===== config.mk =====
export PLATFORM = sky130hd
export DESIGN_NAME = pild_parser
export DESIGN_NICKNAME = d
export VERILOG_FILES = /design/src/hdl/pild_pkg.sv /design/src/hdl/pild_parser.sv
export VERILOG_INCLUDE_DIRS = /design/src /design/src/hdl
export SDC_FILE = /design/constraint.sdc
export NUM_CORES = 1
export LEC_CHECK = 0
export BUFFER_PORTS_ARGS = -buffer_cell sky130_fd_sc_hd__buf_2
export CORE_MARGIN = 2
export CORE_UTILIZATION = 55
export DETAILED_ROUTE_END_ITERATION = 12
export PLACE_DENSITY = 0.78
export SYNTH_ARGS = -nofsm -noshare
export SYNTH_HDL_FRONTEND = slang
export SYNTH_SLANG_ARGS = --single-unit

===== constraint.sdc =====
create_clock -name clock -period 4.32 [get_ports clock]
set_input_delay 0.432 -clock clock [delete_from_list [all_inputs] [get_ports clock]]
set_output_delay 0.432 -clock clock [all_outputs]
set_load 0.05 [all_outputs]

===== src/hdl/palette_indexed_led_packet_decoder_core_assert.svh =====
// assertion macros shared by the palette decoder modules
// expects signals named clock and reset in the module that uses them
`ifndef PALETTE_INDEXED_LED_PACKET_DECODER_CORE_ASSERT_SVH
`define PALETTE_INDEXED_LED_PACKET_DECODER_CORE_ASSERT_SVH

// condition holds at every edge outside reset
`define PILD_ASSERT_ALWAYS(label, expr, msg) \
   label: assert property (@(posedge clock) disable iff (reset) (expr)) else $error(msg);

// consequence holds in the cycle after the antecedent
`define PILD_ASSERT_NEXT(label, ante, cons, msg) \
   label: assert property (@(posedge clock) disable iff (reset) (ante) |=> (cons)) \
      else $error(msg);

`endif


===== src/hdl/pild_pkg.sv =====
`timescale 1ns / 1ps
// shared types and constants for the palette-indexed led packet decoder
// no dependencies
package pild_pkg;

   localparam int PALETTE_DEPTH_DEF = 256;
   localparam logic [8:0] MAX_LEDS = 9'd256;
   localparam logic [7:0] OPCODE_PALETTE = 8'h01;
   localparam logic [8:0] LED_COUNT_RESET = 9'd100;
   localparam int RSP_QUEUE_DEPTH = 4;

   localparam logic KIND_PIXEL = 1'b0;
   localparam logic KIND_COMMIT = 1'b1;

   typedef struct packed {
      logic       kind;
      logic [7:0] led_index;
      logic [7:0] red;
      logic [7:0] green;
      logic [7:0] blue;
   } result_type;

   // registered decode outcome, aligned with the palette read data
   typedef struct packed {
      logic       pix;
      logic       commit;
      logic [7:0] led_index;
   } stage_type;

endpackage


===== src/hdl/pild_parser.sv =====
`timescale 1ns / 1ps
// packet header/palette/index byte decoder, drives palette ram and stage register
// depends on pild_pkg and palette_indexed_led_packet_decoder_core_assert.svh
`include "palette_indexed_led_packet_decoder_core_assert.svh"
module pild_parser #(
   parameter int PALETTE_DEPTH = pild_pkg::PALETTE_DEPTH_DEF,
   localparam int AddrWidth = $clog2(PALETTE_DEPTH)
) (
   input  logic                  clock,
   input  logic                  reset,
   input  logic                  in_accept,
   input  logic [7:0]            in_byte,
   input  logic                  in_end,
   input  logic [8:0]            strip_len,
   output logic                  ram_wr_en,
   output logic [AddrWidth-1:0]  ram_wr_addr,
   output logic [23:0]           ram_wr_data,
   output logic                  ram_rd_en,
   output logic [AddrWidth-1:0]  ram_rd_addr,
   output pild_pkg::stage_type   stage
);

   typedef enum logic [1:0] {
      HDR_OPCODE,
      HDR_PAL_LEN,
      HDR_DATA_LEN,
      BODY
   } hdr_state_type;

   localparam logic [8:0] DepthLimit = 9'(PALETTE_DEPTH);

   hdr_state_type       hdr_ff, hdr_in;
   logic [7:0]          opcode_ff, opcode_in;
   logic [7:0]          pal_len_ff, pal_len_in;
   logic [7:0]          data_len_ff, data_len_in;
   logic [1:0]          phase_ff, phase_in;
   logic [7:0]          entry_ff, entry_in;
   logic [7:0]          k_ff, k_in;
   logic [15:0]         partial_ff, partial_in;
   pild_pkg::stage_type stage_ff, stage_in;

   logic [7:0] data_len_now;
   logic       hdr_ok;
   logic       pix;
   logic       commit;

   always_comb begin
      hdr_in      = hdr_ff;
      opcode_in   = opcode_ff;
      pal_len_in  = pal_len_ff;
      data_len_in = data_len_ff;
      phase_in    = phase_ff;
      entry_in    = entry_ff;
      k_in        = k_ff;
      partial_in  = partial_ff;
      ram_wr_en   = 1'b0;
      ram_wr_addr = entry_ff[AddrWidth-1:0];
      ram_wr_data = {partial_ff, in_byte};
      ram_rd_en   = 1'b0;
      ram_rd_addr = in_byte[AddrWidth-1:0];
      pix         = 1'b0;
      commit      = 1'b0;

      // data length byte counts toward validity on the beat that carries it
      data_len_now = (hdr_ff == HDR_DATA_LEN) ? in_byte : data_len_ff;
      hdr_ok = (opcode_ff == pild_pkg::OPCODE_PALETTE) && (pal_len_ff <= data_len_now);

      if (in_accept) begin
         unique case (hdr_ff)
            HDR_OPCODE: begin
               opcode_in = in_byte;
               hdr_in    = HDR_PAL_LEN;
            end
            HDR_PAL_LEN: begin
               pal_len_in = in_byte;
               hdr_in     = HDR_DATA_LEN;
            end
            HDR_DATA_LEN: begin
               data_len_in = in_byte;
               hdr_in      = BODY;
            end
            BODY: begin
               if (hdr_ok) begin
                  if (entry_ff < pal_len_ff) begin
                     case (phase_ff)
                        2'd0: begin
                           partial_in = {in_byte, 8'h00};
                           phase_in   = 2'd1;
                        end
                        2'd1: begin
                           partial_in = {partial_ff[15:8], in_byte};
                           phase_in   = 2'd2;
                        end
                        default: begin
                           ram_wr_en = ({1'b0, entry_ff} < DepthLimit);
                           entry_in  = entry_ff + 8'd1;
                           phase_in  = 2'd0;
                        end
                     endcase
                  end else if (k_ff < data_len_ff) begin
                     pix = ({1'b0, k_ff} < strip_len) && ({1'b0, k_ff} < pild_pkg::MAX_LEDS)
                        && (in_byte < pal_len_ff) && ({1'b0, in_byte} < DepthLimit);
                     ram_rd_en = pix;
                     k_in      = k_ff + 8'd1;
                  end
               end
            end
         endcase

         commit = in_end && hdr_ok && ((hdr_ff == HDR_DATA_LEN) || (hdr_ff == BODY));

         if (in_end) begin
            hdr_in   = HDR_OPCODE;
            phase_in = 2'd0;
            entry_in = 8'd0;
            k_in     = 8'd0;
         end
      end

      stage_in.pix       = pix;
      stage_in.commit    = commit;
      stage_in.led_index = k_ff;
   end

   always_ff @(posedge clock) begin
      if (reset) begin
         hdr_ff          <= HDR_OPCODE;
         opcode_ff       <= 8'd0;
         pal_len_ff      <= 8'd0;
         data_len_ff     <= 8'd0;
         phase_ff        <= 2'd0;
         entry_ff        <= 8'd0;
         k_ff            <= 8'd0;
         partial_ff      <= 16'd0;
         stage_ff.pix    <= 1'b0;
         stage_ff.commit <= 1'b0;
      end else begin
         hdr_ff          <= hdr_in;
         opcode_ff       <= opcode_in;
         pal_len_ff      <= pal_len_in;
         data_len_ff     <= data_len_in;
         phase_ff        <= phase_in;
         entry_ff        <= entry_in;
         k_ff            <= k_in;
         partial_ff      <= partial_in;
         stage_ff.pix    <= stage_in.pix;
         stage_ff.commit <= stage_in.commit;
      end
      stage_ff.led_index <= stage_in.led_index;
   end

   assign stage = stage_ff;

   // palette load and index lookup are separate phases of a packet
   `PILD_ASSERT_ALWAYS(a_no_wr_rd_clash, !(ram_wr_en && ram_rd_en), "palette write and read together")
   `PILD_ASSERT_ALWAYS(a_commit_after_end, !stage_ff.commit || $past(in_accept && in_end), "commit without end beat")
   `PILD_ASSERT_ALWAYS(a_pix_in_body, !ram_rd_en || (hdr_ff == BODY), "pixel lookup outside body")

endmodule


# == Word-level counts from Yosys, hierarchy flattened ==
# Cells that the tools add are included.
# word_totals
regBits,70
output_inout_bits,52
# op_classes
add_sub_neg,2
n_lt_le_gt_ge,5
n_eq_ne,7
mux,29
n_bitwise,2
reduce_logical,23
# op_table
cell,count
$mux 8,11
$pmux 16 s2,1
$lt 8x8->1,3
$add 8x1->8 const B,2
$reduce_and 5->1,3
$mux 1,10
$mux 2,5
$reduce_bool 2->1,5
$lt 8x9->1,1
$eq 8x1->1 const B,1
$le 8x8->1,1
$pmux 2 s3,1
$reduce_and 2->1,3
$reduce_and 6->1,1
$eq 2x1->1 const B,2
$eq 2x2->1 const B,2
$logic_and 1x1->1,4
$logic_not 2->1,2
$pmux 2 s2,1
$reduce_and 4->1,1
$reduce_bool 4->1,1
$reduce_or 2->1,2
$ne 2x1->1 const B,1
$ne 2x2->1 const B,1
2 further kinds,3

# == Logic depth before layout (Yosys ltp) ==
# Gate-level depths: netlist of the first run.
# logic_depth
ltp_word,7
ltp_mapped,12
ltp_nobuf,10

# == Worst setup path before layout of the first run ==
# No wires, ideal clock.
# synth_path
path_kind,register -> output
start,register hdr_ff[0]
end,output port ram_rd_en
arrival_time_ps,3746
slack_ps,142
stages_incl_launch_ff,12
path_cell_list,dfxtp_1 > inv_1 > ha_1 > clkbuf_1 > mux2i_1 > ha_1 > nand4_1 > nor2_1 > a2111oi_4 > o2111ai_2 > buf_6 > nor3_1
# synth_via
elab_chain_len,7
word_cells_on_any_way,8
# synth_lines
element,line_no,source
start: declaration,pild_parser.sv:32,"hdr_state_type hdr_ff, hdr_in;"
start signal: assignment,pild_parser.sv:138,hdr_ff <= hdr_in;
$eq 2x2->1,pild_parser.sv:65,data_len_now = (hdr_ff == HDR_DATA_LEN) ? in_byte : data_len_ff;
$mux 8,n/a,
$le 8x8->1,pild_parser.sv:66,hdr_ok = (opcode_ff == pild_pkg::OPCODE_PALETTE) && (pal_len_ff <= data_len_now);
$logic_and 1x1->1,pild_parser.sv:66,
$mux 1,pild_parser.sv:83,if (hdr_ok) begin
$mux 1 (*),pild_parser.sv:69,unique case (hdr_ff)
$mux 1 (*),n/a,
end: declaration,pild_parser.sv:18,"output logic ram_rd_en,"
# Every way passes the cells marked *; elsewhere a longest branch is shown, timed or not.

# == Final worst setup path of the first run ==
# Ends and elaborated chain as after synthesis.

==> flow_summary_export.csv, run 1 <==
group,metric,value,unit
global_route,grt_pass1_wl,15.5,mm
power,power_switching,0.433,mW
worst_setup_path,crit_type,"reg2out",
timing,slew_headroom,0.301,
clock_network,cts_buffer_depth,2,
worst_setup_path,setup.worst_path.start,"hdr_ff[0]$_SDFFE_PP0P_",
worst_setup_path,max_stage_delay,0.37,ns
global_route,grt_antenna_before_repair,0,
cells_and_area,final_core_utilization,0.632,
clock_network,clkTransAtPathRegs,0.08,ns
placement,dp_hpwl,6.84,mm
logic_synthesis,synth_seq_cells,70,
hold_path,min_path_type,"reg2reg",
worst_setup_path,critPathMaxFanout,13,
run,drv_cap,0,
timing,max_freq,0.254,GHz
logic_synthesis,ys_warn_count,0,
routing,viasPerCell,5.69,
power,comb_power_share,0.158,
power,internal-power,1.06,mW
routing,num_vias,3558,
routing,drt_iter0_drc,222,
worst_setup_path,rrSetupSlack,0.79,ns
logic_synthesis,async_flop_share,0,
timing,period_share,0.910,
power,p_leak,1.96,nW
logic_synthesis,synth-main-ff-cell,"dfxtp_1",
placement,place.gp.congestion,0.906,
routing,met2WireLength,4.54,mm
worst_setup_path,start_kind,"flip-flop",
power,seqPwrFrac,0.452,
logic_synthesis,yosysSeqAreaShare,0.349,
cells_and_area,fill_cells,627,
worst_setup_path,r2r-start,"hdr_ff[0]$_SDFFE_PP0P_",
routing,postRouteAntennaNets,0,
logic_synthesis,synth_area_per_cell,8.51,sq um
floorplanning,coreArea,7180,sq um
timing,drv_slew,0,
logic_synthesis,synth_nets,535,
timing,tightestPinTransition,1.04,ns
cells_and_area,antennaDiodeCount,0,
global_route,groute.usage.overall,0.256,
timing,setup_ws,0.387,ns
run_status,status,"finished, final reports clean",
power,power.total,1.49,mW
timing,setup_viol,0,
worst_setup_path,cp_top_family,"compound AO/OA/AOI/OAI gates",
cells_and_area,nets,585,
routing,dr_wl_met3,560,um
routing,dr.pass1.iters,4,
clock_network,clkLatencyLatePin,0.36,ns
floorplanning,dieHeight,89.5,um
timing,rsz0062_at_grt,"false",
global_route,global_route.overflow_total,0,
worst_setup_path,crit_arrival,3.50,ns
logic_synthesis,syn_inst,472,
power,ir_worst_vdd,187,uV
global_route,grt_start_max_net_pins,41,
clock_network,cts_tree,"yes",
timing,skew,0.00903,ns
routing,routed_wl,9.82,mm
floorplanning,fp.dieW,89.5,um
routing,wl_met1,4.50,mm
power,switching_share,0.291,
clock_network,ctsHtreeMaxLevel,3,
floorplanning,rows,31,
timing,fin_setup_tns,0,ns
routing,highest_layer,"met4",
routing,drc,0,
clock_network,cts-root-buf,"clkbuf_8",
global_route,grt_pass1_vias,3151,
clock_network,cts_inserted_buffers,9,
worst_setup_path,slowest_stage,"ha_2",
worst_setup_path,path_cells,"inv_1 -> ha_2 -> mux2i_1 -> ha_1 -> nand4_1 -> nor2_1 -> a2111oi_4 -> buf_4 -> o2111ai_2 -> nor3_1 -> buf_2",
floorplanning,initial_core_util,0.560,
placement,dp_slack,0.647,ns
worst_setup_path,endpoint_kind,"output pin",
logic_synthesis,synth-edff-count,0,
floorplanning,die_area,8000,sq um
power,p_clk_frac,0.391,
power,p_per_area,328,nW/um^2
worst_setup_path,crit_buf_inv,3,
cells_and_area,drive_gt1_frac,0.219,
cells_and_area,syn2layout_area_growth,12.9,%
floorplanning,ios,73,
timing,fin_crit,3.93,ns
logic_synthesis,ys_types,53,
hold_path,min_from,"k_ff[7]$_SDFFE_PP0P_",
placement,port_buffers,72,
logic_synthesis,netlist_area,4020,sq um
routing,wire_per_inst,15.7,um
worst_setup_path,required,3.89,ns
timing,finalHoldViolCount,0,
clock_network,cts_sinks,70,
-- cell families (layout without fill, tap and decap cells) --
logic type      Yosys count  after routing  synth area share
compound gates          107            107             0.185
fa+ha+maj                42             42             0.131
buf+inv                  70            124            0.0829
flops                    70             70             0.349
mux                      20             20            0.0502
simple gates            163            163             0.202
-- layer usage --
layer,global-route usage,up-vias
met5,0,-
met4,0.114,0
met3,0.0508,13
met2,0.399,129
met1,0.344,1642
li1,-,1774
-- sequential cells by signal, indices dropped and copies added, names as in the netlist --
register / count
data_len_ff: 8
hdr_ff: 2
k_ff: 8
opcode_ff: 8
pal_len_ff: 8
partial_ff: 16
phase_ff: 2
ram_wr_addr: 8
stage: 10
-- synthesized netlist by cell type (3+ instances only) --
library cell	n	area (sq um)
dfxtp_1	70	1400
a21oi_1	51	255
nand2_1	49	184
ha_1	42	526
inv_1	33	124
nor2_1	30	113
nand3_1	28	140
mux2i_1	19	190
buf_4	16	120
clkbuf_1	14	52.6
a211oi_1	9	67.6
or2_2	8	50.1
o21ai_0	7	35.0
a21o_1	6	45.0
nor3_1	6	30.0
nor2b_1	5	31.3
o2111ai_1	5	43.8
o211ai_1	5	37.5
or3_1	5	31.3
a31oi_1	4	25.0
buf_1	4	15.0
nand2b_1	4	25.0
or4_1	4	30.0
nand3b_1	3	22.5
nand4_1	3	18.8
nor4_1	3	18.8
o2111ai_2	3	45.0
-- per-stage QoR --
| stage | hold WS (ns) | area (sq um) | std cells |
|---|---|---|---|
| 3_3_place_gp | 0.400 | 4320 | 610 |
| 5_1_grt | 0.420 | 4540 | 625 |
| 2_1_floorplan | 0.371 | 4020 | 472 |
| 3_5_place_dp | 0.403 | 4320 | 610 |
| 6_report | 0.413 | 4540 | 625 |
| 4_1_cts | 0.402 | 4530 | 625 |
-- final timing paths --
| kind | endpoint | cells after the start |
|---|---|---|
| setup / recovery | ram_rd_en | 11 |
| hold / removal | stage[7]$_DFF_P_ | 0 |
| setup reg to reg | k_ff[2]$_SDFFE_PP0P_ | 11 |
| hold reg to reg | stage[7]$_DFF_P_ | 0 |
-- final cells by class --
cell class,count,area (sq um),area share
Clock inverter,6,87.6,0.0193
Tap cell,99,124,0.0273
Inverter,33,124,0.0273
Sequential cell,70,1400,0.309
Timing Repair Buffer,76,390,0.0861
Clock buffer,9,124,0.0273
Multi-Input combinational cell,332,2280,0.504
-- cell usage in the layout (no fill, tap or decap), types with 4 or more instances in the layout --
master and n:
dfxtp_1 70, ha_1 41, a21oi_1 51, o21ai_0 7, nand2_1 49, a21o_1 6, nand3_1 28, or4_1 4
inv_1 33, nand2b_1 4, clkbuf_8 9, nor3_1 6, o2111ai_1 5, o211ai_1 5, or2_2 8, a211oi_1 9
nor2b_1 5, or3_1 5, a31oi_1 4, mux2i_1 19, buf_4 4, nor2_1 30, buf_2 72
-- what timing repair did --
action	4_1_cts	5_1_grt
endpoints found under the setup margin	0	1
buffers inserted	0	0
gates resized for setup	0	1
hold buffers	0	0
endpoints found under the hold margin	0	0
-- power by group through the flow --
stage	combinational [mW]	sequential [mW]	clock, mW
2_1_floorplan	0.173	0.687	0
3_3_place_gp	0.226	0.687	0
3_5_place_dp	0.231	0.687	0
4_1_cts	0.233	0.672	0.582
5_1_grt	0.258	0.674	0.614
6_report	0.235	0.672	0.581
Note: power is estimated with default switching activity, not from simulation.
==> run 2, diff against run 1 <==
Settings changed: BUFFER_PORTS_ARGS -buffer_cell sky130_fd_sc_hd__buf_2 to -buffer_cell sky130_fd_sc_hd__buf_4.
Clock period 4.32 ns to 3.63 ns, I/O delays scaled along.
==> run 2 against run 1 <==
Clock skew increased by 0.0081 ns. Sequential share of layout area decreased by 1.7 points. Power increased by 19%. Critical path depth increased by 2. Worst hold slack got worse by 0.082 ns. Worst setup slack got worse by 0.22 ns. Via count increased by 3.4%. Final area increased by 5.8%. Global-route usage increased by 1.1 points. First-iteration DRC count decreased by 11%. Clock-buffer cell count unchanged.
==> flow_summary_export.csv, run 2 (same netlist as run 1, synthesis figures left out) <==
group,metric,value,unit
run_status,status,"finished, final reports clean",
clock_network,ctsHtreeMaxLevel,3,
cells_and_area,register_area,1400,sq um
clock_network,cts_sinks,70,
timing,finalHoldViolCount,0,
cells_and_area,final_area,4800,sq um
cells_and_area,drive_gt1_frac,0.230,
global_route,grt_pass1_wl,16.4,mm
timing,fin_setup_tns,0,ns
worst_setup_path,critPathMaxFanout,10,
timing,fin_crit,3.47,ns
power,ir_worst_vdd,199,uV
clock_network,cts_tree,"yes",
routing,drt_iter0_drc,198,
cells_and_area,final_core_utilization,0.669,
placement,port_buffers,72,
timing,rsz0062_at_grt,"true",
hold_path,min_from,"in_byte[4]",
cells_and_area,final_common_cell,"buf_4",
cells_and_area,regMostFlops,"partial_ff",
timing,drv_slew,0,
global_route,grt_antenna_before_repair,0,
placement,dp_hpwl,7.03,mm
worst_setup_path,rrSetupSlack,0.26,ns
routing,drc,0,
cells_and_area,antennaDiodeCount,0,
floorplanning,dieHeight,89.5,um
timing,max_freq,0.289,GHz
worst_setup_path,endpoint_kind,"output pin",
timing,tightestPinTransition,0.992,ns
clock_network,cts_buffer_depth,2,
hold_path,holdPathStages,3,
clock_network,clkTransAtPathRegs,0.09,ns
power,p_per_area,369,nW/um^2
clock_network,cts-root-buf,"clkbuf_8",
routing,postRouteAntennaNets,0,
floorplanning,ios,73,
routing,routed_wl,10.4,mm
timing,period_share,0.955,
clock_network,hold_buffers,0,
cells_and_area,nets,589,
worst_setup_path,start_kind,"flip-flop",
global_route,global_route.overflow_total,0,
cells_and_area,syn2layout_area_growth,19.4,%
worst_setup_path,max_stage_delay,0.42,ns
worst_setup_path,slowest_stage,"a2111oi_4",
placement,dpl.cell_count,609,
routing,viasPerCell,5.84,
placement,dpl-instance-area,4510,sq um
floorplanning,fp.dieW,89.5,um
timing,slew_headroom,0.335,
routing,dr.pass1.iters,7,
worst_setup_path,required,3.27,ns
routing,num_vias,3679,
worst_setup_path,crit_type,"reg2out",
routing,wire_per_inst,16.5,um
floorplanning,rows,31,
timing,skew,0.0172,ns
cells_and_area,layout_common_cells,"buf_4 (79), dfxtp_1 (70), a21oi_1 (51), nand2_1 (49), ha_1 (41)",
worst_setup_path,crit_arrival,3.10,ns
cells_and_area,fill_cells,585,
clock_network,clkLatencyLatePin,0.36,ns
global_route,groute.usage.overall,0.267,
worst_setup_path,path_cells,"inv_1 -> ha_4 -> buf_4 -> buf_4 -> mux2_2 -> ha_1 -> inv_1 -> a21o_1 -> a2111oi_4 -> buf_6 -> o2111ai_4 -> inv_1 -> buf_4",
floorplanning,coreArea,7180,sq um
floorplanning,initial_core_util,0.560,
floorplanning,die_area,8000,sq um
worst_setup_path,r2r-end,"k_ff[2]$_SDFFE_PP0P_",
clock_network,cts_inserted_buffers,9,
worst_setup_path,r2r-start,"hdr_ff[0]$_SDFFE_PP0P_",
cells_and_area,largest_register_ff_count,16,
power,p_leak,2.02,nW
global_route,grt_pass1_vias,3386,
hold_path,min_path_type,"in2reg",
timing,setup_viol,0,
run,drv_cap,0,
worst_setup_path,rr_worst_depth,13,
cells_and_area,instances_no_fill,630,
cells_and_area,multi_input_area,2340,sq um
hold_path,hold-path-endpoint,"opcode_ff[4]$_SDFFE_PP0P_",
global_route,grt_start_max_net_pins,64,
placement,place.gp.congestion,0.842,
## run 2: per-stage QoR
stage,power [mW],setup WS (ns),hold slack (ns)
after floorplan,1.02,0.143,0.371
after global placement,1.10,0.241,0.397
after detailed placement,1.11,0.0706,0.401
after CTS,1.76,0.0472,0.321
after global routing,1.84,-0.0216,0.332
final,1.77,0.164,0.331
## run 2: worst max path at each step
stage	end	slack, ns	cells past startpoint	startpoint
finish	ram_wr_en	0.16	13	hdr_ff[0]$_SDFFE_PP0P_
CTS	ram_wr_en	0.05	11	hdr_ff[0]$_SDFFE_PP0P_
global placement	k_ff[2]$_SDFFE_PP0P_	0.24	10	hdr_ff[0]$_SDFFE_PP0P_
detailed placement	k_ff[2]$_SDFFE_PP0P_	0.07	10	hdr_ff[0]$_SDFFE_PP0P_
global route	ram_wr_en	-0.02	11	hdr_ff[0]$_SDFFE_PP0P_
floorplan	ram_rd_en	0.14	11	hdr_ff[0]$_SDFFE_PP0P_
## run 2: routing by layer
| layer | vias up | GRT usage | wire length (um) |
|---|---|---|---|
| li1 | 1781 | - | - |
| met1 | 1762 | 0.342 | 4470 |
| met2 | 109 | 0.411 | 4990 |
| met3 | 27 | 0.0591 | 473 |
| met4 | 0 | 0.160 | 437 |
| met5 | - | 0 | 0 |
## run 2: final cells by class
class	count	share of cell area
inverter	33	0.0258
multi-input combinational	332	0.488
clock buffer	9	0.0258
sequential	70	0.292
tap	99	0.0258
clock inverter	7	0.0164
timing repair buffer	80	0.126
## run 2: power breakdown
part           internal, mW  total [mW]  switching [mW]
logic                 0.106       0.311           0.206
clock network         0.327       0.657           0.330
registers             0.786       0.800          0.0143
total                  1.22        1.77           0.550
## run 2: repair_timing
action | in CTS | in global routing
pin swaps | 0 | 3
setup buffers | 0 | 5
gates resized for setup | 4 | 3
gates cloned | 0 | 0
endpoints found under the setup margin | 3 | 8
## run 2: critical path: cells and delay by family, from the launching register on
| kind | cells | cell delay [ns] |
|---|---|---|
| buffers and inverters | 7 | 0.96 |
| AO/OA/AOI/OAI | 3 | 0.82 |
| flip-flops | 1 | 0.37 |
| adder cells (fa/ha/maj) | 2 | 0.37 |
| multiplexers | 1 | 0.22 |
