**src/hdl/palette_indexed_led_packet_decoder_core_assert.svh**
```systemverilog
// assertion macros shared by the palette decoder modules
// expects signals named clock and reset in the module that uses them
`ifndef PALETTE_INDEXED_LED_PACKET_DECODER_CORE_ASSERT_SVH
`define PALETTE_INDEXED_LED_PACKET_DECODER_CORE_ASSERT_SVH

// condition holds at every edge outside reset
`define PILD_ASSERT_ALWAYS(label, expr, msg) \
   label: assert property (@(posedge clock) disable iff (reset) (expr)) else $error(msg);

// consequence holds in the cycle after the antecedent
`define PILD_ASSERT_NEXT(label, ante, cons, msg) \
   label: assert property (@(posedge clock) disable iff (reset) (ante) |=> (cons)) \
      else $error(msg);

`endif

```
**src/hdl/pild_pkg.sv**
```systemverilog
`timescale 1ns / 1ps
// shared types and constants for the palette-indexed led packet decoder
// no dependencies
package pild_pkg;

   localparam int PALETTE_DEPTH_DEF = 256;
   localparam logic [8:0] MAX_LEDS = 9'd256;
   localparam logic [7:0] OPCODE_PALETTE = 8'h01;
   localparam logic [8:0] LED_COUNT_RESET = 9'd100;
   localparam int RSP_QUEUE_DEPTH = 4;

   localparam logic KIND_PIXEL = 1'b0;
   localparam logic KIND_COMMIT = 1'b1;

   typedef struct packed {
      logic       kind;
      logic [7:0] led_index;
      logic [7:0] red;
      logic [7:0] green;
      logic [7:0] blue;
   } result_type;

   // registered decode outcome, aligned with the palette read data
   typedef struct packed {
      logic       pix;
      logic       commit;
      logic [7:0] led_index;
   } stage_type;

endpackage

```
**src/hdl/pild_rsp_if.sv**
```systemverilog
`timescale 1ns / 1ps
// result channel with valid/ready handshake
// no dependencies
interface pild_rsp_if;
   logic       valid;
   logic       ready;
   logic       result_kind;
   logic [7:0] led_index;
   logic [7:0] red;
   logic [7:0] green;
   logic [7:0] blue;

   modport source (output valid, output result_kind, output led_index, output red,
                   output green, output blue, input ready);
   modport sink (input valid, input result_kind, input led_index, input red,
                 input green, input blue, output ready);
endinterface

```
**src/hdl/pild_rsp_queue.sv**
```systemverilog
`timescale 1ns / 1ps
// small result queue: takes up to two results per cycle, hands out one per beat
// depends on pild_pkg, pild_rsp_if and palette_indexed_led_packet_decoder_core_assert.svh
`include "palette_indexed_led_packet_decoder_core_assert.svh"
module pild_rsp_queue (
   input  logic                clock,
   input  logic                reset,
   input  pild_pkg::stage_type stage,
   input  logic [23:0]         pix_rgb,
   output logic                can_accept,
   pild_rsp_if.source          rsp
);

   localparam int Depth = pild_pkg::RSP_QUEUE_DEPTH;
   localparam int PtrWidth = $clog2(Depth);
   localparam int CntWidth = $clog2(Depth + 1);

   pild_pkg::result_type mem_ff [Depth];
   logic [PtrWidth-1:0]  wp_ff, wp_in;
   logic [PtrWidth-1:0]  rp_ff, rp_in;
   logic [CntWidth-1:0]  count_ff, count_in;

   pild_pkg::result_type pix_res;
   pild_pkg::result_type commit_res;
   pild_pkg::result_type head;
   logic [1:0]           n_push;
   logic                 pop;

   always_comb begin
      pix_res.kind       = pild_pkg::KIND_PIXEL;
      pix_res.led_index  = stage.led_index;
      pix_res.red        = pix_rgb[23:16];
      pix_res.green      = pix_rgb[15:8];
      pix_res.blue       = pix_rgb[7:0];
      commit_res.kind      = pild_pkg::KIND_COMMIT;
      commit_res.led_index = 8'd0;
      commit_res.red       = 8'd0;
      commit_res.green     = 8'd0;
      commit_res.blue      = 8'd0;

      n_push   = {1'b0, stage.pix} + {1'b0, stage.commit};
      pop      = rsp.valid && rsp.ready;
      wp_in    = wp_ff + PtrWidth'(n_push);
      rp_in    = rp_ff + PtrWidth'(pop);
      count_in = count_ff + CntWidth'(n_push) - CntWidth'(pop);
   end

   // room for the two results the next accepted beat may cause
   assign can_accept = (count_ff + CntWidth'(n_push)) <= CntWidth'(Depth - 2);

   always_ff @(posedge clock) begin
      if (stage.pix) begin
         mem_ff[wp_ff] <= pix_res;
      end
      if (stage.commit) begin
         mem_ff[wp_ff + PtrWidth'(stage.pix)] <= commit_res;
      end
   end

   always_ff @(posedge clock) begin
      if (reset) begin
         wp_ff    <= '0;
         rp_ff    <= '0;
         count_ff <= '0;
      end else begin
         wp_ff    <= wp_in;
         rp_ff    <= rp_in;
         count_ff <= count_in;
      end
   end

   assign head            = mem_ff[rp_ff];
   assign rsp.valid       = (count_ff != '0);
   assign rsp.result_kind = head.kind;
   assign rsp.led_index   = head.led_index;
   assign rsp.red         = head.red;
   assign rsp.green       = head.green;
   assign rsp.blue        = head.blue;

   `PILD_ASSERT_ALWAYS(a_count_bound, count_ff <= CntWidth'(Depth), "result queue overflow")
   `PILD_ASSERT_ALWAYS(a_ptr_gap, (wp_ff - rp_ff) == count_ff[PtrWidth-1:0], "queue pointers disagree with count")
   `PILD_ASSERT_NEXT(a_drain, (count_ff == CntWidth'(1)) && pop && (n_push == 2'd0), !rsp.valid, "queue not empty after last beat")

endmodule

```
**src/flat_wrapper.sv**
```systemverilog
// flat-port wrapper written by rule: the top's interface ports become plain ports
module pild_rsp_queue_flat 
  (clock, reset, stage, pix_rgb, can_accept, rsp_valid, rsp_result_kind, rsp_led_index, rsp_red, rsp_green, rsp_blue, rsp_ready);
  pild_rsp_if rsp_i ();
  input  logic clock;
  input  logic reset;
  input  pild_pkg::stage_type stage;
  input  logic [23:0] pix_rgb;
  output logic can_accept;
  output wire logic [$bits(rsp_i.valid)-1:0] rsp_valid;
  output wire logic [$bits(rsp_i.result_kind)-1:0] rsp_result_kind;
  output wire logic [$bits(rsp_i.led_index)-1:0] rsp_led_index;
  output wire logic [$bits(rsp_i.red)-1:0] rsp_red;
  output wire logic [$bits(rsp_i.green)-1:0] rsp_green;
  output wire logic [$bits(rsp_i.blue)-1:0] rsp_blue;
  input wire logic [$bits(rsp_i.ready)-1:0] rsp_ready;
  assign rsp_valid = rsp_i.valid;
  assign rsp_result_kind = rsp_i.result_kind;
  assign rsp_led_index = rsp_i.led_index;
  assign rsp_red = rsp_i.red;
  assign rsp_green = rsp_i.green;
  assign rsp_blue = rsp_i.blue;
  assign rsp_i.ready = rsp_ready;
  pild_rsp_queue u_core (.clock(clock), .reset(reset), .stage(stage), .pix_rgb(pix_rgb), .can_accept(can_accept), .rsp(rsp_i));
endmodule
```
**config.mk**
```make
export PLATFORM = sky130hd
export DESIGN_NAME = pild_rsp_queue_flat
export DESIGN_NICKNAME = d
export VERILOG_FILES = /design/src/hdl/pild_pkg.sv /design/src/hdl/pild_rsp_if.sv /design/src/hdl/pild_rsp_queue.sv /design/src/flat_wrapper.sv
export VERILOG_INCLUDE_DIRS = /design/src /design/src/hdl
export SDC_FILE = /design/constraint.sdc
export NUM_CORES = 1
export LEC_CHECK = 0
export ABC_AREA = 1
export BUFFER_PORTS_ARGS = -buffer_cell sky130_fd_sc_hd__buf_2
export CORE_ASPECT_RATIO = 1.5
export CORE_MARGIN = 2
export CORE_UTILIZATION = 31
export DETAILED_ROUTE_END_ITERATION = 10
export GPL_TIMING_DRIVEN = 0
export HOLD_SLACK_MARGIN = 0.03
export SETUP_SLACK_MARGIN = 0.5
export SYNTH_ARGS = -nofsm -noshare
export SYNTH_HDL_FRONTEND = slang
export SYNTH_SLANG_ARGS = --single-unit
```
**constraint.sdc**
```tcl
create_clock -name clock -period 2 [get_ports clock]
set_input_delay 0.4 -clock clock [delete_from_list [all_inputs] [get_ports clock]]
set_output_delay 0.4 -clock clock [all_outputs]
set_load 0.1 [all_outputs]
```
# Yosys cells after proc, flatten, opt, wreduce, memory -nomap -nowiden
# Memory sizes are Yosys's and may differ from the RTL's. A register that Yosys moved wholly into a read port is not among the register bits.
# Index checks and enable logic that the tools add are counted.
# Widths: inputs -> output; s select.
# totals
register_bits,7
inputBits,37
latchBits,0
ram_bits,132
mem_count,1
wordCells,18
romBits,0
# memory_table
memory,depth,word_bits,read_ports,rd_clocked_by_memory_dff,write_ports,line_no,rtl
u_core.mem_ff,4,33,1,1,2,pild_rsp_queue.sv:18,pild_pkg::result_type mem_ff [Depth];
# op_classes
n_mul,0
reduce_logical,2
n_eq_ne,0
magnitude_cmp,1
add_sub_neg,6
bitwise_logic,0
shift,0
muxes,5
div,0
# op_table
op,n
$add 2x1->2,2
$mux 1,4
$add 3x2->3,1
$le 3x2->1 const B,1
$reduce_bool 3->1,1
$sub 3x1->3,1
$add 1x1->2,1
$add 2x2->2,1
$mux 2,1
$logic_and 1x1->1,1

# Logic depth before layout (Yosys ltp)
# Gate-level depths: netlist (run 1).
# depth
word_depth,4
ltp_mapped,9
mapped_depth_nobuf,9

# Worst setup path before layout (run 1)
# No wires, ideal clock.
# synth_timing
path_type,register to output
start,"register, netlist name u_core.rp_ff[0]"
end,output port rsp_green[6]
slack_ps,-1197
t_arrival_ps,2797
path_buffers,1
stages_incl_launch_ff,5
required_time_ps,1600
path_cell_list,dfxtp_1 -> inv_2 -> buf_2 -> nor2_1 -> o21ai_0
# synth_rtl
item,line_no,rtl
"end, declared",flat_wrapper.sv:14,output wire logic [$bits(rsp_i.green)-1:0] rsp_green;

# Worst setup path in the final report (run 1)
# layout_timing
start,input port stage[8] in the netlist's numbering
end,output port can_accept
# layout_between
elab_chain_cells,3
# layout_lines
item,line_no,rtl
"start, declared",flat_wrapper.sv:7,input pild_pkg::stage_type stage;
$add 1x1->2,pild_rsp_queue.sv:41,"n_push = {1'b0, stage.pix} + {1'b0, stage.commit};"
$add 3x2->3,pild_rsp_queue.sv:49,assign can_accept = (count_ff + CntWidth'(n_push)) <= CntWidth'(Depth - 2);
$le 3x2->1,pild_rsp_queue.sv:49,
"end, declared",flat_wrapper.sv:9,output logic can_accept;
# No other way between the ends.

==> flow_summary.yaml, run 1 <==
status:
  outcome: "complete, but fails checks"
  violations: "negative setup slack"
detailed_routing:
  routed_wl_um: 23500
  drc: 0
  drtIter0Drc: 452
  avgRoutedWirePerCell_um: 15.5
  ant_nets: 0
  dr.pass1.iters: 5
  via_per_inst: 4.70
  vias: 7137
global_route:
  grt_pass1_wl_um: 36900
  antenna_found_initial: 0
  met3_usage_pct: 3.73
  grtUsageMet1_pct: 21.7
  grt_max_degree: 17
  use_met2_pct: 36.8
  grt_pass1_vias: 7007
  busiest_layer: "met2"
  grt.total_usage_pct: 19.8
  gr-total-overflow: 0
floorplan:
  die_h_um: 189
  die_w_um: 128
  coreArea_mm2: 0.0224
  io_pins: 72
  rows: 67
  start_util_pct: 31.7
  die_area_mm2: 0.0241
layout:
  finalCoreUtilization_pct: 43.9
  nFillCells: 2263
  drive_gt1_share_pct: 20.4
  design_area_mm2: 0.00982
  antenna_cells: 0
  final_common_cell: "nand2_1"
  multi_input_area_mm2: 0.00367
  final_nets: 1275
  finalNonFillerCells: 1518
  layout_common_cells: "401 x nand2_1, 173 x inv_1, 139 x nor2_1, 135 x dfxtp_1, 64 x nand4_1"
  seq_area_mm2: 0.00279
  syn2layout_area_growth_pct: 38.4
power_and_ir_drop:
  cellPowerDensity_mw_per_mm2: 1960
  p_sw_share_pct: 48.4
  p_clk_share_pct: 17.0
  p_int_uw: 9900
  ir_drop_mv: 1.11
  p_seq_share_pct: 21.3
  combinationalPowerShare_pct: 61.8
  totalPowerFinal_uw: 19200
  p_leak_uw: 0.00549
  power_switching_uw: 9300
critical_path:
  crit_required_ns: 1.60
  worstSetupPathType: "in -> out"
  critPathCaptureType: "primary output"
  cp-start-kind: "input pin"
  crit_fanout: 3
  worstPathArrival_ns: 1.83
placed_design:
  placedCellCount: 1473
  place_area_mm2: 0.00813
  dpl_worst_slack_ns: -0.516
  hpwlAfterDp_um: 15500
  portBuffers: 71
  gp_congestion: 0.836
clocking:
  clock-sinks: 139
  ctsRootBufferMaster: "clkbuf_16"
  cts_tree: "yes"
  cts_buffer_depth: 2
  holdBufCountCts: 0
  clk_latency_ns: 0.43
  htreeDepth: 4
  path_clk_slew_ns: 0.06
  cts_buffers: 17
synthesis:
  synth_top_cell_area_share_pct: 39.2
  synthesis.nets: 1171
  ys_ff_latch: 139
  ys_types: 20
  synth_area_leader_cell: "dfxtp_1"
  syn_area_mm2: 0.00710
  yosys_warnings: 0
  ys_seq_area_share_pct: 39.2
  synth.avg_cell_area_um2: 6.30
  synthTopCellsByArea: "dfxtp_1 39%, nand2_1 23%, inv_1 9.4%"
  netlist_instances: 1126
sta:
  finalSetupViolCount: 33
  rsz0062_at_grt: "true"
  finalMaxSlewViolations: 0
  worst_slew_pin_slew_ns: 0.561
  fin_crit_sh_pct: 112
  max_slew_margin_pct: 62.6
  setup_ws_ns: -0.232
  clock.fmax_mhz: 448
  post-route-min-period_ns: 2.23
  hold_violations: 0
  finalClockSkew_ns: 0.00382
hold_path:
  hold_path.class: "in -> reg"
flow_run:
  drv_cap: 0
==> cell type report <==
| type | count | area share (%) |
|---|---|---|
| buffer | 74 | 6.85 |
| clock buffer | 25 | 5.35 |
| clock inverter | 6 | 0.841 |
| inverter | 178 | 6.93 |
| multi-input combinational | 735 | 37.4 |
| sequential | 139 | 28.4 |
| tap | 276 | 3.52 |
| timing repair buffer | 84 | 10.7 |
| timing repair inverter | 1 | 0.0382 |
==> Yosys cell counts <==
| cell | n |
|---|---|
| a21boi_0 | 1 |
| a21oi_1 | 2 |
| buf_1 | 3 |
| buf_2 | 44 |
| buf_4 | 7 |
| buf_6 | 3 |
| clkbuf_1 | 17 |
| dfxtp_1 | 139 |
| fa_1 | 1 |
| ha_1 | 7 |
| inv_1 | 177 |
| inv_2 | 1 |
| nand2_1 | 440 |
| nand3_1 | 7 |
| nand3_2 | 1 |
| nand4_1 | 64 |
| nor2_1 | 143 |
| o211ai_1 | 63 |
| o21ai_0 | 5 |
| xnor2_1 | 1 |
==> sequential cells by signal, indices dropped and copies added (netlist names) <==
name,count
u_core.mem_ff,132
u_core.wp_ff,2
u_core.rp_ff,2
u_core.count_ff,3
==> cells by family after synthesis <==
logic type | Yosys count | share of synthesized area, %
DFF | 139 | 39.2
AOI/OAI and AO/OA | 71 | 7.26
buffers and inverters | 252 | 14.8
adders and majority gates | 8 | 1.52
and+or+nand+nor | 655 | 37.1
xor gates and xnor gates | 1 | 0.123
==> routing by layer <==
| metal | wire (um) | vias to the layer above |
|---|---|---|
| li1 | - | 3644 |
| met3 | 920 | 48 |
| met5 | 0 | - |
| met2 | 12600 | 169 |
| met1 | 9300 | 3276 |
| met4 | 689 | 0 |
==> stage by stage <==
stage,setup TNS [ns],hold WS (ns)
CTS,-4.92,0.195
detailed placement,-4.01,0.441
global route,-6.41,0.213
floorplan,-0.270,0.422
finish,-4.39,0.205
global placement,-3.41,0.432
==> power groups by stage <==
stage | Sequential (uW) | Combinational [uW] | Clock, uW
floorplan | 4020 | 7610 | 0
global placement | 4090 | 9080 | 0
detailed placement | 4120 | 9140 | 0
CTS | 4070 | 11800 | 3290
global route | 4170 | 12600 | 3410
finish | 4080 | 11900 | 3260
==> worst max-delay path, stage by stage <==
cell and delay (ns):
buf_8 0.10, ha_4 0.27, ha_4 0.12, inv_2 0.03
fa_2 0.57, nor2_4 0.05, nor2_4 0.09, buf_12 0.18
==> path summary, 6_finish.rpt <==
path,startpoint,to,slack [ns],cells after the start
worst max register to register,u_core.count_ff[0],u_core.count_ff[2],0.46,7
worst min register to register,u_core.mem_ff[3][32],u_core.mem_ff[3][32],0.45,2
worst max-delay path,stage[8],can_accept,-0.23,8
worst min-delay path,reset,u_core.count_ff[0],0.21,2
==> repair_timing <==
| action | CTS | global route |
|---|---|---|
| buffers inserted | 8 | 1 |
| setup endpoints to repair | 147 | 154 |
| pin swaps | 29 | 19 |
| resized for setup | 219 | 35 |
| endpoints found under the hold margin | 0 | 0 |
| gates cloned | 5 | 0 |
Power figures use the tool's default switching activity.
==> inputs of run 2 (changes only) <==
--- a/config.mk
+++ b/config.mk
@@ -6,7 +6,7 @@
 export SDC_FILE = /design/constraint.sdc
 export NUM_CORES = 1
 export LEC_CHECK = 0
-export ABC_AREA = 1
+export ABC_CLOCK_PERIOD_IN_PS = 2000
 export BUFFER_PORTS_ARGS = -buffer_cell sky130_fd_sc_hd__buf_2
 export CORE_ASPECT_RATIO = 1.5
 export CORE_MARGIN = 2
==> flow_summary.yaml, run 2 <==
clocking:
  cts_buffers: 17
  cts_buffer_depth: 2
  clk_latency_ns: 0.42
  ctsRootBufferMaster: "clkbuf_16"
  path_clk_slew_ns: 0.06
  htreeDepth: 4
  clock-sinks: 139
  cts_tree: "yes"
sta:
  finalHoldWorstSlack_ns: 0.234
  fin_crit_sh_pct: 112
  rsz0062_at_grt: "true"
  setup_ws_ns: -0.249
  finalClockSkew_ns: 0.00609
  finalMaxSlewViolations: 0
  max_slew_margin_pct: 78.2
  post-route-min-period_ns: 2.25
  hold_violations: 0
  finalSetupViolCount: 36
  worst_slew_pin_slew_ns: 0.327
  clock.fmax_mhz: 445
hold_path:
  hold_path.class: "in -> reg"
  hold_path_startpoint: "reset"
  hold_depth: 2
  min_to: "u_core.count_ff[1]"
synthesis:
  synth_simple_gate_area_share_pct: 19.2
  synth_top_cells_by_count: "257 x nand2_1, 139 x dfxtp_1, 129 x a21oi_1"
  synth_area_leader_cell: "dfxtp_1"
  synth.avg_cell_area_um2: 8.80
  synth_edf_count: 0
  syn_area_mm2: 0.00576
  synthesis.nets: 699
  synthTopCellsByArea: "dfxtp_1 48%, nand2_1 17%, mux4_2 13%"
  ys_seq_area_share_pct: 48.3
  yosys_warnings: 0
  netlist_instances: 654
  ys_types: 26
  synth-compound-area-share_pct: 11.7
  synth_adder_area_share_pct: 1.87
  synth_top_family_by_area: "simple AND/OR/NAND/NOR gates"
  synth_top_cell_area_share_pct: 48.3
  synth_xor_area_share_pct: 1.06
  synth-async-reset-ratio_pct: 0
  ys_ff_latch: 139
  synth.area.mux_share_pct: 12.9
  synthFlopType: "dfxtp_1"
  synth.most_common_cell: "nand2_1"
layout:
  regMostFlops: "u_core.mem_ff"
  syn2layout_area_growth_pct: 38.1
  final_common_cell: "nand2_1"
  reg_top3: "u_core.mem_ff: 132 flops, u_core.count_ff: 3 flops"
  finalNonFillerCells: 1032
  antenna_cells: 0
  largest_reg_flops: 132
  final_nets: 812
  drive_gt1_share_pct: 30.4
  seq_area_mm2: 0.00279
  layout_common_cells: "257 x nand2_1, 134 x dfxtp_1, 128 x a21oi_1, 46 x buf_2, 41 x buf_6"
  multi_input_area_mm2: 0.00286
  nFillCells: 1776
power_and_ir_drop:
  combinationalPowerShare_pct: 49.2
  p_sw_share_pct: 43.7
  p_seq_share_pct: 29.4
  ir_drop_mv: 1.15
  power_switching_uw: 6200
  p_int_uw: 7990
  cellPowerDensity_mw_per_mm2: 1780
  p_leak_uw: 0.00314
  p_clk_share_pct: 21.4
critical_path:
  rr_endpoint: "u_core.count_ff[2]"
  cpMaxStageDelayCell: "fa_2"
  worstSetupPathType: "in -> out"
  crit_fanout: 3
  crit_family: "adder cells"
  crit_required_ns: 1.60
  crit_buf_inv: 4
  r2r_setup_slack_ns: -0.18
  crit_chain: "buf_6 -> ha_4 -> ha_4 -> inv_2 -> fa_2 -> inv_2 -> a21oi_4 -> buf_12"
  cp-start-kind: "input pin"
  critPathCaptureType: "primary output"
  reg2reg_from: "u_core.count_ff[0]"
  rr_worst_depth: 13
  worstPathArrival_ns: 1.85
  cpPeakStageDelay_ns: 0.54
floorplan:
  start_util_pct: 31.3
  io_pins: 72
  rows: 61
  coreArea_mm2: 0.0184
  die_h_um: 171
  die_w_um: 115
  die_area_mm2: 0.0197
placed_design:
  gp_congestion: 0.809
  portBuffers: 71
  placedCellCount: 977
  hpwlAfterDp_um: 11000
detailed_routing:
  drc: 0
  vias: 4922
  routed_wl_um: 17100
  dr.pass1.iters: 4
  ant_nets: 0
  via_per_inst: 4.77
  drtIter0Drc: 286
  avgRoutedWirePerCell_um: 16.5
global_route:
  grt_pass1_vias: 4763
  gr-total-overflow: 0
  grt_max_degree: 17
  grt.total_usage_pct: 17.6
  antenna_found_initial: 1
  grt_pass1_wl_um: 26000
status:
  violations: "negative setup slack"
  outcome: "complete, but fails checks"
flow_run:
  drv_cap: 0
run 2: cell types whose count changed in the layout (fill, tap and decap cells not counted), moves of 33 or more:
cell,previous run,this run
nand2_1,401,257
mux4_2,0,33
nor2_1,139,4
nand4_1,64,0
a21oi_1,2,128
o211ai_1,63,0
inv_1,173,3
nand2_4,33,0
run 2: power groups by stage:
| stage | combinational (uW) | clock, uW | sequential, uW |
|---|---|---|---|
| floorplan | 4750 | 0 | 4080 |
| global placement | 5570 | 0 | 4190 |
| detailed placement | 5630 | 0 | 4230 |
| CTS | 6770 | 3070 | 4170 |
| global route | 7340 | 3200 | 4270 |
| finish | 6980 | 3030 | 4180 |
run 2: cell families after synthesis:
group / after synthesis
compound gates: 133
xor+xnor: 7
fa+ha+maj: 8
buf+inv: 55
flops: 139
mux: 33
simple gates: 279
run 2: per-stage QoR:
stage	area [um2]	TNS [ns]	utilization [%]	total power [uW]	setup slack, ns
after global placement	6550	-0.490	35.6	9770	-0.490
after CTS	7680	-7.19	41.7	14000	-0.259
after global routing	7950	-8.21	43.2	14800	-0.311
after floorplan	5880	-0.315	-	8830	-0.315
final	7950	-6.70	43.2	14200	-0.249
after detailed placement	6550	-0.506	35.6	9860	-0.506
run 2: timing repair:
| action | 4_1_cts | 5_1_grt |
|---|---|---|
| hold buffers | 0 | 0 |
| endpoints found under the setup margin | 158 | 160 |
| cloned | 1 | 4 |
| gates resized for setup | 129 | 46 |
| buffers inserted | 13 | 5 |
| pin swaps | 8 | 6 |
run 2: worst max-delay path by stage:
stage               slack [ns]  depth (start not counted)          to               start
finish                   -0.25                          8  can_accept            stage[8]
global route             -0.31                          6  can_accept  u_core.count_ff[0]
CTS                      -0.26                          6  can_accept  u_core.count_ff[0]
detailed placement       -0.51                          8  can_accept            stage[9]
global placement         -0.49                          8  can_accept            stage[9]
floorplan                -0.31                          6  can_accept            stage[9]
run 2: layout make-up:
| cell class | count | share of cell area (%) |
|---|---|---|
| Tap cell | 252 | 3.96 |
| Sequential cell | 139 | 35.1 |
| Multi-Input combinational cell | 460 | 35.9 |
| Inverter | 5 | 0.236 |
| Buffer | 50 | 5.65 |
| Timing Repair Buffer | 94 | 12.1 |
| Clock buffer | 18 | 5.52 |
| Clock inverter | 14 | 1.56 |
run 2: routing by layer:
layer / global-route usage (%) / vias to the layer above / routed length, um
li1: - / 2420 / -
met1: 20.3 / 2343 / 6840
met5: 0 / - / 13
met2: 32.2 / 135 / 9200
met4: 5.76 / 2 / 317
met3: 3.33 / 22 / 694
==> inputs of run 3 (changes only) <==
--- a/config.mk
+++ b/config.mk
@@ -12,9 +12,9 @@
 export CORE_MARGIN = 2
 export CORE_UTILIZATION = 31
 export DETAILED_ROUTE_END_ITERATION = 10
-export GPL_TIMING_DRIVEN = 0
 export HOLD_SLACK_MARGIN = 0.03
 export SETUP_SLACK_MARGIN = 0.5
+export SKIP_CTS_REPAIR_TIMING = 1
 export SYNTH_ARGS = -nofsm -noshare
 export SYNTH_HDL_FRONTEND = slang
 export SYNTH_SLANG_ARGS = --single-unit
==> flow_summary.yaml, run 3 (synthesis gave the netlist of run 2 again) <==
status:
  outcome: "complete, but fails checks"
  violations: "negative setup slack"
clocking:
  cts_tree: "yes"
  clk_latency_ns: 0.41
  cts_buffer_depth: 2
  path_clk_slew_ns: 0.06
  htreeDepth: 4
  clock-sinks: 139
  ctsRootBufferMaster: "clkbuf_16"
  cts_buffers: 17
global_route:
  grt.total_usage_pct: 16.6
  grt_max_degree: 34
  grt_pass1_wl_um: 24700
  grt_pass1_vias: 4695
  antenna_found_initial: 1
  gr-total-overflow: 0
critical_path:
  cpPeakStageDelay_ns: 0.53
  crit_fanout: 2
  critPathCaptureType: "primary output"
  crit_chain: "buf_2 -> ha_4 -> ha_4 -> inv_2 -> fa_2 -> inv_2 -> a21oi_4 -> buf_12"
  crit_required_ns: 1.60
  cpMaxStageDelayCell: "fa_2"
  worstPathArrival_ns: 1.85
  cp-start-kind: "input pin"
  crit_buf_inv: 4
  worstSetupPathType: "in -> out"
  crit_family: "adder cells"
layout:
  layout_common_cells: "257 x nand2_1, 133 x dfxtp_1, 128 x a21oi_1, 35 x buf_2, 33 x mux4_2"
  regMostFlops: "u_core.mem_ff"
  largest_reg_flops: 132
  nFillCells: 1827
  multi_input_area_mm2: 0.00279
  final_common_cell: "nand2_1"
  syn2layout_area_growth_pct: 30.6
  seq_area_mm2: 0.00280
  reg_top3: "u_core.mem_ff: 132 flops, u_core.count_ff: 3 flops"
  antenna_cells: 0
  final_nets: 771
  finalNonFillerCells: 990
  drive_gt1_share_pct: 25.9
detailed_routing:
  drc: 0
  dr.pass1.iters: 4
  drtIter0Drc: 231
  via_per_inst: 4.76
  vias: 4715
  routed_wl_um: 15800
  avgRoutedWirePerCell_um: 16.0
  ant_nets: 0
sta:
  rsz0062_at_grt: "true"
  finalHoldWorstSlack_ns: 0.259
  fin_crit_sh_pct: 112
  timing.setup.tns_ns: -4.22
  worst_slew_pin_slew_ns: 0.343
  clock.fmax_mhz: 445
  finalSetupViolCount: 33
  setup_ws_ns: -0.250
  max_slew_margin_pct: 77.2
  hold_violations: 0
  post-route-min-period_ns: 2.25
  finalMaxSlewViolations: 0
  finalClockSkew_ns: 0.00749
floorplan:
  die_h_um: 171
  die_area_mm2: 0.0197
  rows: 61
  die_w_um: 115
  io_pins: 72
  start_util_pct: 31.3
  coreArea_mm2: 0.0184
power_and_ir_drop:
  ir_drop_mv: 0.794
  p_leak_uw: 0.00292
  cellPowerDensity_mw_per_mm2: 1840
placed_design:
  portBuffers: 71
  dpl_worst_slack_ns: -0.259
  hpwlAfterDp_um: 9980
  placedCellCount: 958
  gp_congestion: 0.748
flow_run:
  drv_cap: 0
hold_path:
  hold_path.class: "in -> reg"
-- run 3: changes by cell type in the layout (fill, tap and decap cells not counted), moves of 4 or more --
cell      previous run  this run
buf_2               46        35
buf_6               41        30
buf_8                9         3
nor2_4               4         0
clkbuf_4            11         0
-- run 3: per-stage QoR --
step | instance area, um2 | total power [uW] | utilization (%)
final | 7520 | 13800 | 40.9
after global routing | 7520 | 14500 | 40.9
after detailed placement | 6620 | 10000 | 36.0
after global placement | 6620 | 9980 | 36.0
after floorplan | 5880 | 8830 | -
after CTS | 7220 | 13300 | 39.3
-- run 3: worst reg2reg max path: cells and delay by family, from the launching register on --
| family | cells | cell delay (ns) |
|---|---|---|
| adders and majority gates | 2 | 0.36 |
| and+or+nand+nor | 3 | 0.68 |
| DFF | 1 | 0.34 |
| xor gates and xnor gates | 1 | 0.12 |
-- run 3: final cells by class --
class / count / area share [%]
Multi-Input combinational cell: 460 / 37.1
Tap cell: 252 / 4.19
Clock inverter: 13 / 2.23
Sequential cell: 139 / 37.2
Timing Repair Buffer: 103 / 13.2
Inverter: 5 / 0.250
Clock buffer: 18 / 5.84
-- run 3: worst paths after layout --
kind	endpoint	cells after the start	startpoint	slack [ns]
worst min-delay path	u_core.mem_ff[1][16]	3	pix_rgb[16]	0.26
worst max register to register	u_core.count_ff[2]	6	u_core.count_ff[2]	0.45
worst min register to register	u_core.mem_ff[2][32]	1	u_core.mem_ff[2][32]	0.45
worst max-delay path	can_accept	8	stage[8]	-0.25
-- run 3: power by group --
| group | switching (uW) | leakage [uW] | internal [uW] |
|---|---|---|---|
| Combinational | 4170 | 0.00147 | 2210 |
| Clock | 1230 | 0.000293 | 2000 |
| Sequential | 477 | 0.00115 | 3720 |
-- run 3: per-layer routing --
layer	wire length (um)	up-vias	GRT usage (%)
li1	-	2330	-
met1	6160	2260	18.6
met2	8800	100	30.2
met3	536	23	3.40
met4	278	2	6.44
met5	13	-	0
